===== config.mk =====
export PLATFORM = sky130hd
export DESIGN_NAME = dnd_front_flat
export DESIGN_NICKNAME = d
export VERILOG_FILES = /design/src/design/dnd_pkg.sv /design/src/design/dnd_if.sv /design/src/design/dnd_front.sv /design/src/flat_wrapper.sv
export SDC_FILE = /design/constraint.sdc
export NUM_CORES = 1
export LEC_CHECK = 0
export BUFFER_PORTS_ARGS = -buffer_cell sky130_fd_sc_hd__buf_4
export CAP_MARGIN = 15
export CORE_ASPECT_RATIO = 1.1
export CORE_MARGIN = 1.5
export CORE_UTILIZATION = 24
export DETAILED_ROUTE_END_ITERATION = 10
export PLACE_DENSITY_LB_ADDON = 0.08
export SYNTH_ARGS = -nofsm -noshare
export SYNTH_HDL_FRONTEND = slang
export SYNTH_SLANG_ARGS = --single-unit

===== constraint.sdc =====
create_clock -name vclk -period 0.8
set_input_delay 0.04 -clock vclk [all_inputs]
set_output_delay 0.04 -clock vclk [all_outputs]
set_load 0.05 [all_outputs]

===== src/design/dnd_pkg.sv =====
// dnd_pkg: shared constants, field widths and command type of the DNS name decompressor.
// No dependencies; every other design file imports it.
package dnd_pkg;

    // Sizing
    localparam int PACKET_BYTES   = 4096;
    localparam int MAX_NAME_BYTES = 255;
    localparam int MAX_JUMPS      = 50;

    // Transaction field widths
    localparam int IDX_W   = 12;
    localparam int BYTE_W  = 8;
    localparam int LEN_W   = 13;
    localparam int OFF_W   = 12;
    localparam int CHUNK_W = 64;
    localparam int CNT_W   = 4;
    localparam int CONS_W  = 9;

    // Derived widths
    localparam int PTR_W    = 14;
    localparam int STORE_AW = $clog2(PACKET_BYTES);
    localparam int POS_W    = ((STORE_AW > PTR_W) ? STORE_AW : PTR_W) + 1;
    localparam int COPY_W   = $clog2(MAX_NAME_BYTES + 1);
    localparam int JUMP_W   = $clog2(MAX_JUMPS + 2);
    localparam int LANES    = CHUNK_W / BYTE_W;
    localparam int LANE_W   = $clog2(LANES);

    // Command queue
    localparam int QUEUE_DEPTH = 4;
    localparam int QUEUE_AW    = $clog2(QUEUE_DEPTH);

    // Wire-format byte codes
    localparam logic [BYTE_W-1:0] PTR_MARK    = 8'hC0;
    localparam logic [BYTE_W-1:0] PTR_HI_MASK = 8'h3F;
    localparam logic [BYTE_W-1:0] NAME_END    = 8'h00;

    typedef enum logic
    {
        REQ_LOAD    = 1'b0,
        REQ_RESOLVE = 1'b1
    } req_kind_t;

    typedef struct packed
    {
        req_kind_t          kind;
        logic [IDX_W-1:0]   index;
        logic [BYTE_W-1:0]  value;
        logic [POS_W-1:0]   len;    // already clipped to the store size
        logic [OFF_W-1:0]   start;
    } cmd_t;

endpackage


===== src/design/dnd_if.sv =====
// dnd_req_if / dnd_res_if: valid/ready channels of the DNS name decompressor.
// Depends on dnd_pkg for field widths.
interface dnd_req_if;
    import dnd_pkg::*;

    logic              valid;
    logic              ready;
    logic              req_type;
    logic [IDX_W-1:0]  byte_index;
    logic [BYTE_W-1:0] byte_value;
    logic [LEN_W-1:0]  packet_length;
    logic [OFF_W-1:0]  start_offset;

    modport source (output valid, req_type, byte_index, byte_value, packet_length,
                    start_offset, input ready);
    modport sink   (input valid, req_type, byte_index, byte_value, packet_length,
                    start_offset, output ready);
endinterface



===== src/design/dnd_front.sv =====
// dnd_front: accepts request transactions, classifies them and builds queue commands.
// Depends on dnd_pkg and dnd_req_if.
module dnd_front
(
    dnd_req_if.sink         req,
    output dnd_pkg::cmd_t   push_cmd,
    output logic            push_valid,
    input  logic            queue_full
);
    import dnd_pkg::*;

    logic [POS_W-1:0] len_wide;
    logic [POS_W-1:0] idx_wide;
    logic             drop;

    assign len_wide = POS_W'(req.packet_length);
    assign idx_wide = POS_W'(req.byte_index);

    // loads beyond the store are swallowed here
    assign drop = (req.req_type == REQ_LOAD) && (idx_wide >= POS_W'(PACKET_BYTES));

    assign req.ready = !queue_full;
    assign push_valid = req.valid && !queue_full && !drop;

    always_comb
    begin
        push_cmd.kind  = req_kind_t'(req.req_type);
        push_cmd.index = req.byte_index;
        push_cmd.value = req.byte_value;
        push_cmd.start = req.start_offset;
        if (len_wide > POS_W'(PACKET_BYTES))
        begin
            push_cmd.len = POS_W'(PACKET_BYTES);
        end
        else
        begin
            push_cmd.len = len_wide;
        end
    end

endmodule


===== src/flat_wrapper.sv =====
// flat-port wrapper written by rule: the top's interface ports become plain ports
module dnd_front_flat import dnd_pkg::*;
  (push_cmd, push_valid, queue_full, req_valid, req_req_type, req_byte_index, req_byte_value, req_packet_length, req_start_offset, req_ready);
  dnd_req_if req_i ();
  output dnd_pkg::cmd_t push_cmd;
  output logic push_valid;
  input  logic queue_full;
  input wire logic [$bits(req_i.valid)-1:0] req_valid;
  input wire logic [$bits(req_i.req_type)-1:0] req_req_type;
  input wire logic [$bits(req_i.byte_index)-1:0] req_byte_index;
  input wire logic [$bits(req_i.byte_value)-1:0] req_byte_value;
  input wire logic [$bits(req_i.packet_length)-1:0] req_packet_length;
  input wire logic [$bits(req_i.start_offset)-1:0] req_start_offset;
  output wire logic [$bits(req_i.ready)-1:0] req_ready;
  assign req_i.valid = req_valid;
  assign req_i.req_type = req_req_type;
  assign req_i.byte_index = req_byte_index;
  assign req_i.byte_value = req_byte_value;
  assign req_i.packet_length = req_packet_length;
  assign req_i.start_offset = req_start_offset;
  assign req_ready = req_i.ready;
  dnd_front u_core (.req(req_i), .push_cmd(push_cmd), .push_valid(push_valid), .queue_full(queue_full));
endmodule

[Yosys cells after proc, flatten, opt, wreduce, memory -nomap -nowiden]
Index checks and enable logic that the tools add are counted.
Storage, ports and cells
  input port bits: 48
  logic and storage cells: 9
  bits in registers: 0
Operators by class
  bitwise logic cells: 1
  magnitude comparators: 2
  multiplexer cells: 1
  reduce and logical (&&, ||, !) cells: 5
Operators by type and width (count)
  $ge 12x13->1 const B: 1
  $gt 13x13->1 const B: 1
  $mux 13: 1
  $logic_and 1x1->1: 3
  $logic_not 1->1: 2
  $not 1->1: 1

[Depth between registers and ports, before layout]
  word-level depth: 4
  gate-level depth with buffers: 2
  mapped depth without buffers: 1

[Worst setup path before layout]
OpenSTA, ideal clock, no wires.
  kind: in2out
  from: in req_packet_length[11]
  to: out push_cmd[23] (netlist name)
  arrival: 0.747 ns
  buffers on the path: 0
  setup slack: 0.013 ns
  cell stages on the path: 1
  cells stage by stage: nor2b_1
Between the ends
  cells in the longest elaborated chain, start to end: 2
Ends and longest elaborated chain
  start, declared: RTL line flat_wrapper.sv:12  | input wire logic [$bits(req_i.packet_length)-1:0] req_packet_length;
  $gt 13x13->1: RTL line dnd_front.sv:31  | if (len_wide > POS_W'(PACKET_BYTES))
  $mux 13 *: RTL line dnd_front.sv:31
  end, declared: RTL line flat_wrapper.sv:5  | output dnd_pkg::cmd_t push_cmd;
Every way passes the cells marked *; elsewhere a longest branch is shown, timed or not.

==> impl_results.md <==
* Chip Height at 45.4 microns
* Total gr overflow at 0
* RSZ-0062 raised after global routing: false
* Die ar. at 1890 sq um
* Post-CTS Setup Inserts at 0
* Nets at 96
* Synth Cell Area at 393 sq um
* Drt first pass iters at 2
* Vias per cell at 4.00
* Antenna-violating nets left at 0
* Top-count cell post-synth: buf_4
* # resized after CTS at 0
* DRC Markers at 0
* Yosys warnings at 0
* Compound-Gate Fraction of Synth Area at 0%
* Area Overhead vs Synth at -7.01%
* First-pass GRT wire length at 869 microns
* Crit Path Category: in2out
* Crit. End Element: output port
* Synth top area cells: buf_4 (67%), nor2b_2 (22%), nor2b_1 (3.2%), buf_6 (2.9%), and2b_1 (1.9%)
* Post-synthesis xor/xnor area fraction at 0%
* Die W at 41.6 microns
* # setup viols final at 0
* Cell row count at 15
* Hold_buf cts at 0
* Post-synthesis sequential area ratio at 0%
* Initial core utilization at 25.2%
* Largest family of logic cells by synthesized area: buffers and inverters
* Final non-filler cell total at 63
* Fin crit period at 0.669 ns
* RD Place Congestion at 0.772
* Antenna violations before repair at 0
* Setup WS pre-CTS at 0.123 ns
* Avg Inst Size Synth at 7.56 sq um
* Placed Instances at 63
* Setup TNS at 0 ns
* Routed WL at 640 microns
* Final hold viol count at 0
* F_max at 1.50 GHz
* Sequential Area at 0 sq um
* Clock buffer count at 0
* Power Density at 888 nW/um^2
* Mux contribution to synthesized area at 0%
* Layout cell share with drive strength beyond 1 at 87.0%
* CP Launch Type: input port
* Vias in the first global route at 190
* Largest net degree at the start of global routing at 14
* Port Buffers at 30
* Max Slew Vio Count at 0
* Worst setup startpoint: req_packet_length[12]
* Worst VDD drop at 0.192 mV
* Core area at 1560 sq um
* Hold crit path type: in2out
* Max Cap Viol at 0
* Synth area leader: buf_4
* DR iter-0 viols at 2
* Total GRT Usage at 5.58%
* Post-Syn Instances at 52
* HP Start: req_byte_index[2]
* Synth top cells by count: buf_4 (35), nor2b_2 (10), nor2b_1 (2)
* FF+latch count at 0
* Leak at 0.202 nW
* Setup ws final at 0.131 ns
* Fin crit share at 83.6%
* Adder-Cell Fraction of Synth Area at 0%
* Post-synthesis simple-gate area fraction at 27.4%
* DR vias at 252
* Status: completed
* Top cell type's share of synthesized area at 66.9%
* Netlist cell types at 8
* Crit Path Max Fanout at 13
* # IOs at 98
* WL/cell at 10.2 microns
* Diode count at 0
* Critical path arrival at 0.63 ns
* Worst endpoint required time at 0.76 ns
* Filler cells at 171
-- routing by layer --
layer	track usage (%)	wire, microns	up-vias
met5	0	0	-
met4	1.29	2	0
met3	4.37	153	2
met2	9.69	293	38
met1	5.24	190	109
li1	-	-	103
-- stage by stage --
stage	hold slack, ns	utilization, %	power, W	area (sq um)
6_report	0.0800	23.5	0.000324	365
5_1_grt	0.0801	23.5	0.000338	365
4_1_cts	0.0803	23.5	0.000327	365
3_5_place_dp	0.0803	23.5	0.000327	365
3_3_place_gp	0.0803	23.5	0.000327	365
2_1_floorplan	0.247	-	0.000666	397
-- cell families (layout without fill, tap and decap cells) --
kind of cell  after synthesis  count (layout)
buf+inv                    38              31
simple gates               13              13
other cells                 1               2
-- worst max-delay path, cell delays in order --
cell	delay, ns
buf_4	0.20
and2b_1	0.21
buf_4	0.18
-- where the power goes --
group | internal, W | switching (W) | leakage (nW)
logic | 0.000119 | 0.000205 | 0.202
registers | 0 | 0 | 0
clock network | 0 | 0 | 0
-- layout make-up --
type | instances | area (sq um) | area share [%]
timing repair buffer | 30 | 225 | 61.6
inverter | 1 | 3.75 | 1.03
tap | 17 | 21.3 | 5.82
multi-input combinational | 15 | 115 | 31.5
-- cell usage in the layout, fill, tap and decap left out, drive strengths merged --
master / n
buf: 30
inv: 1
nor2b: 12
and2b: 1
conb: 2
-- path summary, 6_finish.rpt --
kind,endpoint,slack (ns),depth (start not counted)
hold / removal,push_cmd[37],0.08,0
setup / recovery,push_cmd[13],0.13,3
Note: power is estimated with default switching activity, not from simulation.
