**config.mk**
```make
export PLATFORM = sky130hd
export DESIGN_NAME = dnd_queue
export DESIGN_NICKNAME = d
export VERILOG_FILES = /design/src/design/dnd_pkg.sv /design/src/design/dnd_queue.sv
export SDC_FILE = /design/constraint.sdc
export NUM_CORES = 1
export LEC_CHECK = 0
export ABC_AREA = 1
export BUFFER_PORTS_ARGS = -buffer_cell sky130_fd_sc_hd__buf_4
export CORE_MARGIN = 3
export CORE_UTILIZATION = 63
export DETAILED_ROUTE_END_ITERATION = 16
export PLACE_DENSITY = 0.91
export SYNTH_ARGS = -nofsm -noshare
export SYNTH_HDL_FRONTEND = slang
export SYNTH_SLANG_ARGS = --single-unit
```
**constraint.sdc**
```tcl
create_clock -name clk -period 8.3 [get_ports clk]
set_input_delay 0.83 -clock clk [delete_from_list [all_inputs] [get_ports clk]]
set_output_delay 0.83 -clock clk [all_outputs]
set_load 0.005 [all_outputs]
```
**src/design/dnd_pkg.sv**
```systemverilog
// dnd_pkg: shared constants, field widths and command type of the DNS name decompressor.
// No dependencies; every other design file imports it.
package dnd_pkg;

    // Sizing
    localparam int PACKET_BYTES   = 4096;
    localparam int MAX_NAME_BYTES = 255;
    localparam int MAX_JUMPS      = 50;

    // Transaction field widths
    localparam int IDX_W   = 12;
    localparam int BYTE_W  = 8;
    localparam int LEN_W   = 13;
    localparam int OFF_W   = 12;
    localparam int CHUNK_W = 64;
    localparam int CNT_W   = 4;
    localparam int CONS_W  = 9;

    // Derived widths
    localparam int PTR_W    = 14;
    localparam int STORE_AW = $clog2(PACKET_BYTES);
    localparam int POS_W    = ((STORE_AW > PTR_W) ? STORE_AW : PTR_W) + 1;
    localparam int COPY_W   = $clog2(MAX_NAME_BYTES + 1);
    localparam int JUMP_W   = $clog2(MAX_JUMPS + 2);
    localparam int LANES    = CHUNK_W / BYTE_W;
    localparam int LANE_W   = $clog2(LANES);

    // Command queue
    localparam int QUEUE_DEPTH = 4;
    localparam int QUEUE_AW    = $clog2(QUEUE_DEPTH);

    // Wire-format byte codes
    localparam logic [BYTE_W-1:0] PTR_MARK    = 8'hC0;
    localparam logic [BYTE_W-1:0] PTR_HI_MASK = 8'h3F;
    localparam logic [BYTE_W-1:0] NAME_END    = 8'h00;

    typedef enum logic
    {
        REQ_LOAD    = 1'b0,
        REQ_RESOLVE = 1'b1
    } req_kind_t;

    typedef struct packed
    {
        req_kind_t          kind;
        logic [IDX_W-1:0]   index;
        logic [BYTE_W-1:0]  value;
        logic [POS_W-1:0]   len;    // already clipped to the store size
        logic [OFF_W-1:0]   start;
    } cmd_t;

endpackage

```
**src/design/dnd_queue.sv**
```systemverilog
// dnd_queue: short command FIFO between the front and the back end.
// Depends on dnd_pkg.
module dnd_queue
(
    input  logic            clk,
    input  logic            rst_n,
    input  dnd_pkg::cmd_t   push_cmd,
    input  logic            push_valid,
    output logic            full,
    output dnd_pkg::cmd_t   pop_cmd,
    output logic            empty,
    input  logic            pop
);
    import dnd_pkg::*;

    cmd_t                entries [QUEUE_DEPTH];
    logic [QUEUE_AW-1:0] wr_ptr_reg;
    logic [QUEUE_AW-1:0] wr_ptr_next;
    logic [QUEUE_AW-1:0] rd_ptr_reg;
    logic [QUEUE_AW-1:0] rd_ptr_next;
    logic [QUEUE_AW:0]   count_reg;
    logic [QUEUE_AW:0]   count_next;
    logic                do_push;
    logic                do_pop;

    assign full    = (count_reg == (QUEUE_AW+1)'(QUEUE_DEPTH));
    assign empty   = (count_reg == '0);
    assign do_push = push_valid && !full;
    assign do_pop  = pop && !empty;
    assign pop_cmd = entries[rd_ptr_reg];

    always_comb
    begin
        wr_ptr_next = wr_ptr_reg;
        rd_ptr_next = rd_ptr_reg;
        count_next  = count_reg;
        if (do_push)
        begin
            wr_ptr_next = wr_ptr_reg + 1'b1;
        end
        if (do_pop)
        begin
            rd_ptr_next = rd_ptr_reg + 1'b1;
        end
        if (do_push && !do_pop)
        begin
            count_next = count_reg + 1'b1;
        end
        else if (do_pop && !do_push)
        begin
            count_next = count_reg - 1'b1;
        end
    end

    always_ff @(posedge clk or negedge rst_n)
    begin
        if (!rst_n)
        begin
            wr_ptr_reg <= '0;
            rd_ptr_reg <= '0;
            count_reg  <= '0;
        end
        else
        begin
            wr_ptr_reg <= wr_ptr_next;
            rd_ptr_reg <= rd_ptr_next;
            count_reg  <= count_next;
        end
    end

    always_ff @(posedge clk)
    begin
        if (do_push)
        begin
            entries[wr_ptr_reg] <= push_cmd;
        end
    end

    // occupancy never runs past the depth
    a_count_bound: assert property (@(posedge clk) disable iff (!rst_n)
        count_reg <= (QUEUE_AW+1)'(QUEUE_DEPTH))
        else $error("queue occupancy overflow");

endmodule

```
### Word level (Yosys, flattened, before mapping)

Memories as Yosys holds them, arrays and structs flattened.
Cells that the tools add are included.

| storage, ports and cells | value |
|---|---|
| bits in registers | 7 |
| bits in writable memories | 192 |
| logic and storage cells | 23 |
| memories kept | 1 |

| cells by class | value |
|---|---|
| $add $sub $neg | 4 |
| equal/unequal tests | 1 |
| mux-type cells | 4 |
| reduce and logical (&&, ||, !) cells | 10 |

Memories:

| memory | words | bits a word | rd ports | clocked after memory_dff | wr ports | RTL line | RTL |
|---|---|---|---|---|---|---|---|
| entries | 4 | 48 | 1 | 0 | 1 | dnd_queue.sv:16 | `cmd_t entries [QUEUE_DEPTH];` |

Operators by type and width:

| kind | count |
|---|---|
| 3-bit 2-to-1 mux | 2 |
| 2-bit by 1-bit adder with 2-bit output, second input constant | 2 |
| 1-bit logical AND | 4 |
| 1-bit logical NOT | 4 |
| 3-bit by 1-bit adder with 3-bit output, second input constant | 1 |
| 3-bit equality test, second input constant | 1 |
| 3-bit logical NOT | 1 |
| 3-bit by 1-bit subtractor with 3-bit output, second input constant | 1 |
| 1-bit 2-to-1 mux | 2 |
| 2-bit nonzero test | 1 |

### Longest topological paths before layout

| depth | value |
|---|---|
| depth after elaboration | 7 |
| mapped depth | 12 |

### Least setup slack after synthesis

Ideal clock, no wire load.

| timing | value |
|---|---|
| path kind | input-to-reg |
| from | in push_valid |
| to | mem entries[0][0] (netlist name), enable pin |
| library setup time | 0.454 ns |
| data arrival time | 2.990 ns |
| slack | 4.856 ns |
| stages on the path | 2 |
| path buffers | 0 |
| cell sequence | nand2_1 nor2_1 |

| between the ends | value |
|---|---|
| longest elaborated chain between the ends | 3 |

RTL lines:

| element | RTL line | RTL |
|---|---|---|
| start, declared | dnd_queue.sv:8 | `input logic push_valid,` |
| 1-bit logical AND | dnd_queue.sv:28 | `assign do_push = push_valid && !full;` |
| 1-bit 2-to-1 mux | dnd_queue.sv:73 | `if (do_push)` |
| 1-bit 2-to-1 mux (implied by the code) | dnd_queue.sv:75 | `entries[wr_ptr_reg] <= push_cmd;` |
| end, declared | dnd_queue.sv:16 |  |

Every way passes these cells.

==> key figures <==
Clock tree
  – Htree depth: 4
  – Count of hold-fix buffers inserted at cts: 0
  – Clock Pin Slew Worst Setup and Hold Paths: 0.07 ns
  – Worst skew pair latency: roughly 0.42 ns
  – CTS tree: yes
  – Clock Sinks: between 150 and 200
  – PostCTS Resize Cnt: 0
  – Num CTS Buffers: 17
  – Clk buf depth: 2
  – Root buf cell: clkbuf_16
  – Post-CTS setup buffer count: 0

Floorplanning
  – Die Footprint: approximately 0.015 sq mm
  – Die Ht: roughly 120 um
  – Top Ports: just over 100
  – Site row count: 42
  – Initial Util: 0.6528
  – Core ar.: roughly 0.013 sq mm
  – Die X: roughly 120 um

Timing
  – Worst Skew: approximately 0.012 ns
  – Rel. slew slack: 0.3088
  – Fin. Hold Viols: 0
  – FMAX: 257.2 MHz
  – Final period utilization: 0.4684
  – Final min period: 3.888 ns
  – RSZ-0062 raised after global routing: false
  – Tightest Pin Transition: between 1 and 1.5 ns
  – Final setup vio count: 0
  – Sum Neg Setup Slack: 0 ns
  – Pins Over Slew Limit: 0

Synth
  – Sequential share of the synthesized area: 0.6792
  – Post-synth top area share: 0.6591
  – Mean post-synth cell area: ~14 sq um
  – Syn Nets: approximately 700
  – Cells after Synth: slightly above 600
  – Synth warn: 0
  – Yosys cell types: 19
  – Ranking of synthesized cells by area: edfxtp_1, o211ai_2, nand2_1
  – Largest area contributor in the netlist: edfxtp_1
  – Area of the mapped netlist: 0.008747 sq mm
  – Synth Register Bits: approximately 200

Detailed routing
  – Routed Antenna Nets: 0
  – Wire length per cell: 18.15 um
  – Detailed Routing Iterations Pass 1: 5
  – Routed WL: between 15000 and 20000 um
  – Vias/cell: between 5 and 6
  – DRC: 0
  – DR vias: between 4000 and 5000
  – DRT iter0 DRCs: between 400 and 500

Final layout
  – Non-Filler Instances: between 900 and 1000
  – Fill count: between 700 and 800
  – Max reg flops: roughly 190
  – Share of cells above drive strength 1: 0.3942
  – Commonest non-fill, non-tap cell in the layout: edfxtp_1
  – Diode count: 0
  – Area delta synth->final: 15.55%
  – Commonest cells after routing, fill and taps aside: edfxtp_1, nand2_1, inv_1
  – Final #Nets: between 700 and 800

Global routing
  – Global-route wire length before repair: 25420 um
  – GRT overflow: 0
  – Initial antenna violation count: 0
  – Vias in the first global route: 5109
  – Largest net degree at the start of global routing: 137
  – GRT Resource Usage Total: 0.2231

Critical path
  – Startpoint types: register
  – Crit path max fanout: around 140
  – CP max stage delay: between 0.8 and 0.9 ns
  – Crit Path Category: register to output port
  – Critical path data arrival time: 3.06 ns
  – Critical path cell sequence: inv_8, buf_4, nand2_1, o211ai_2, nand2_1, buf_4
  – Critical Path RT: around 7.5 ns
  – Nature of the critical path endpoint: output port
  – CP max stage cell: buf_4

Placement
  – Port Buf Inserts: 101
  – Dpl hpwl: 9963 um
  – Placed cell count: just under 900
  – Routability cong.: between 0.7 and 0.8

Pwr
  – Power Density: between 300 and 400 mW/mm^2
  – Peak VDD IR: roughly 0.29 mV
  – Leak: ~4.2 nW

Run
  – Max Cap Viol: 0

Status
  – Status: completed

Hold path
  – Worst hold path class: input pin to asynchronous set/reset pin
## worst paths after layout
check	start	endpoint	slack (ns)	cells after the start
min in group clk	wr_ptr_reg[0]	wr_ptr_reg[0]	0.55	2
worst min register to register	wr_ptr_reg[0]	wr_ptr_reg[0]	0.55	2
worst min-delay path	rst_n	count_reg[0]	0.20	1
max in group asynchronous	rst_n	rd_ptr_reg[1]	7.95	1
worst max-delay path	rd_ptr_reg[0]	pop_cmd[29]	4.41	6
worst max register to register	count_reg[0]	entries[3][33]	6.00	5
## metal layers
layer  track usage  routed length (um)
met4       0.08858                 229
met1        0.2705                6393
met2        0.3880                8801
met3       0.05086                 982
met5             0                   0
## report_power, final
part           leakage [nW]  total, mW  internal [mW]  switching (mW)
Sequential             1.84       1.46           1.33           0.130
Combinational          2.03       1.29          0.524           0.765
Clock                 0.290      0.834          0.500           0.333
Total                  4.17       3.58           2.35            1.23
## through the flow
stage | hold slack [ns] | worst slack, ns | utilization | power [mW] | instance area (sq um)
2_1_floorplan | 0.4628 | 4.856 | - | 2.346 | 8747
3_3_place_gp | 0.4787 | 5.043 | 0.7098 | 2.700 | 9512
3_5_place_dp | 0.5294 | 4.921 | 0.7098 | 2.768 | 9512
4_1_cts | 0.1947 | 4.417 | 0.7542 | 3.607 | 10110
5_1_grt | 0.1967 | 4.235 | 0.7542 | 3.765 | 10110
6_report | 0.2039 | 4.412 | 0.7542 | 3.578 | 10110
## cells in the mapped netlist
master,n
nand2_2,50
o21ai_0,1
ha_1,5
clkbuf_1,1
nand2_1,112
inv_2,3
nor2_1,4
inv_1,109
buf_4,1
nand3_1,7
fa_1,1
inv_4,1
dfrtp_1,7
nand4_1,1
buf_6,21
xnor2_1,1
edfxtp_1,192
buf_2,9
o211ai_2,96
## logic make-up after synthesis
group / Yosys count / synth area share
fa+ha+maj: 6 / 0.009441
xor+xnor: 1 / 0.001001
compound gates: 97 / 0.1379
simple gates: 174 / 0.09026
buf+inv: 145 / 0.08225
flops: 199 / 0.6792
## final cells by class
class | count | area, sq um | area share
inverter | 113 | 434.2 | 0.04296
tap | 176 | 220.2 | 0.02179
clock buffer | 21 | 440.4 | 0.04358
sequential | 199 | 5944 | 0.5881
timing repair buffer | 106 | 795.8 | 0.07873
clock inverter | 11 | 155.1 | 0.01535
multi-input combinational | 278 | 2117 | 0.2095
## worst max-delay path: cells and delay by family (launching register included)
kind	cells	cell delay (ns)
AO/OA/AOI/OAI	1	0.11
buffers and inverters	3	1.67
flip-flops	1	0.47
AND/OR/NAND/NOR	2	0.29
Note: power is estimated with default switching activity, not from simulation.
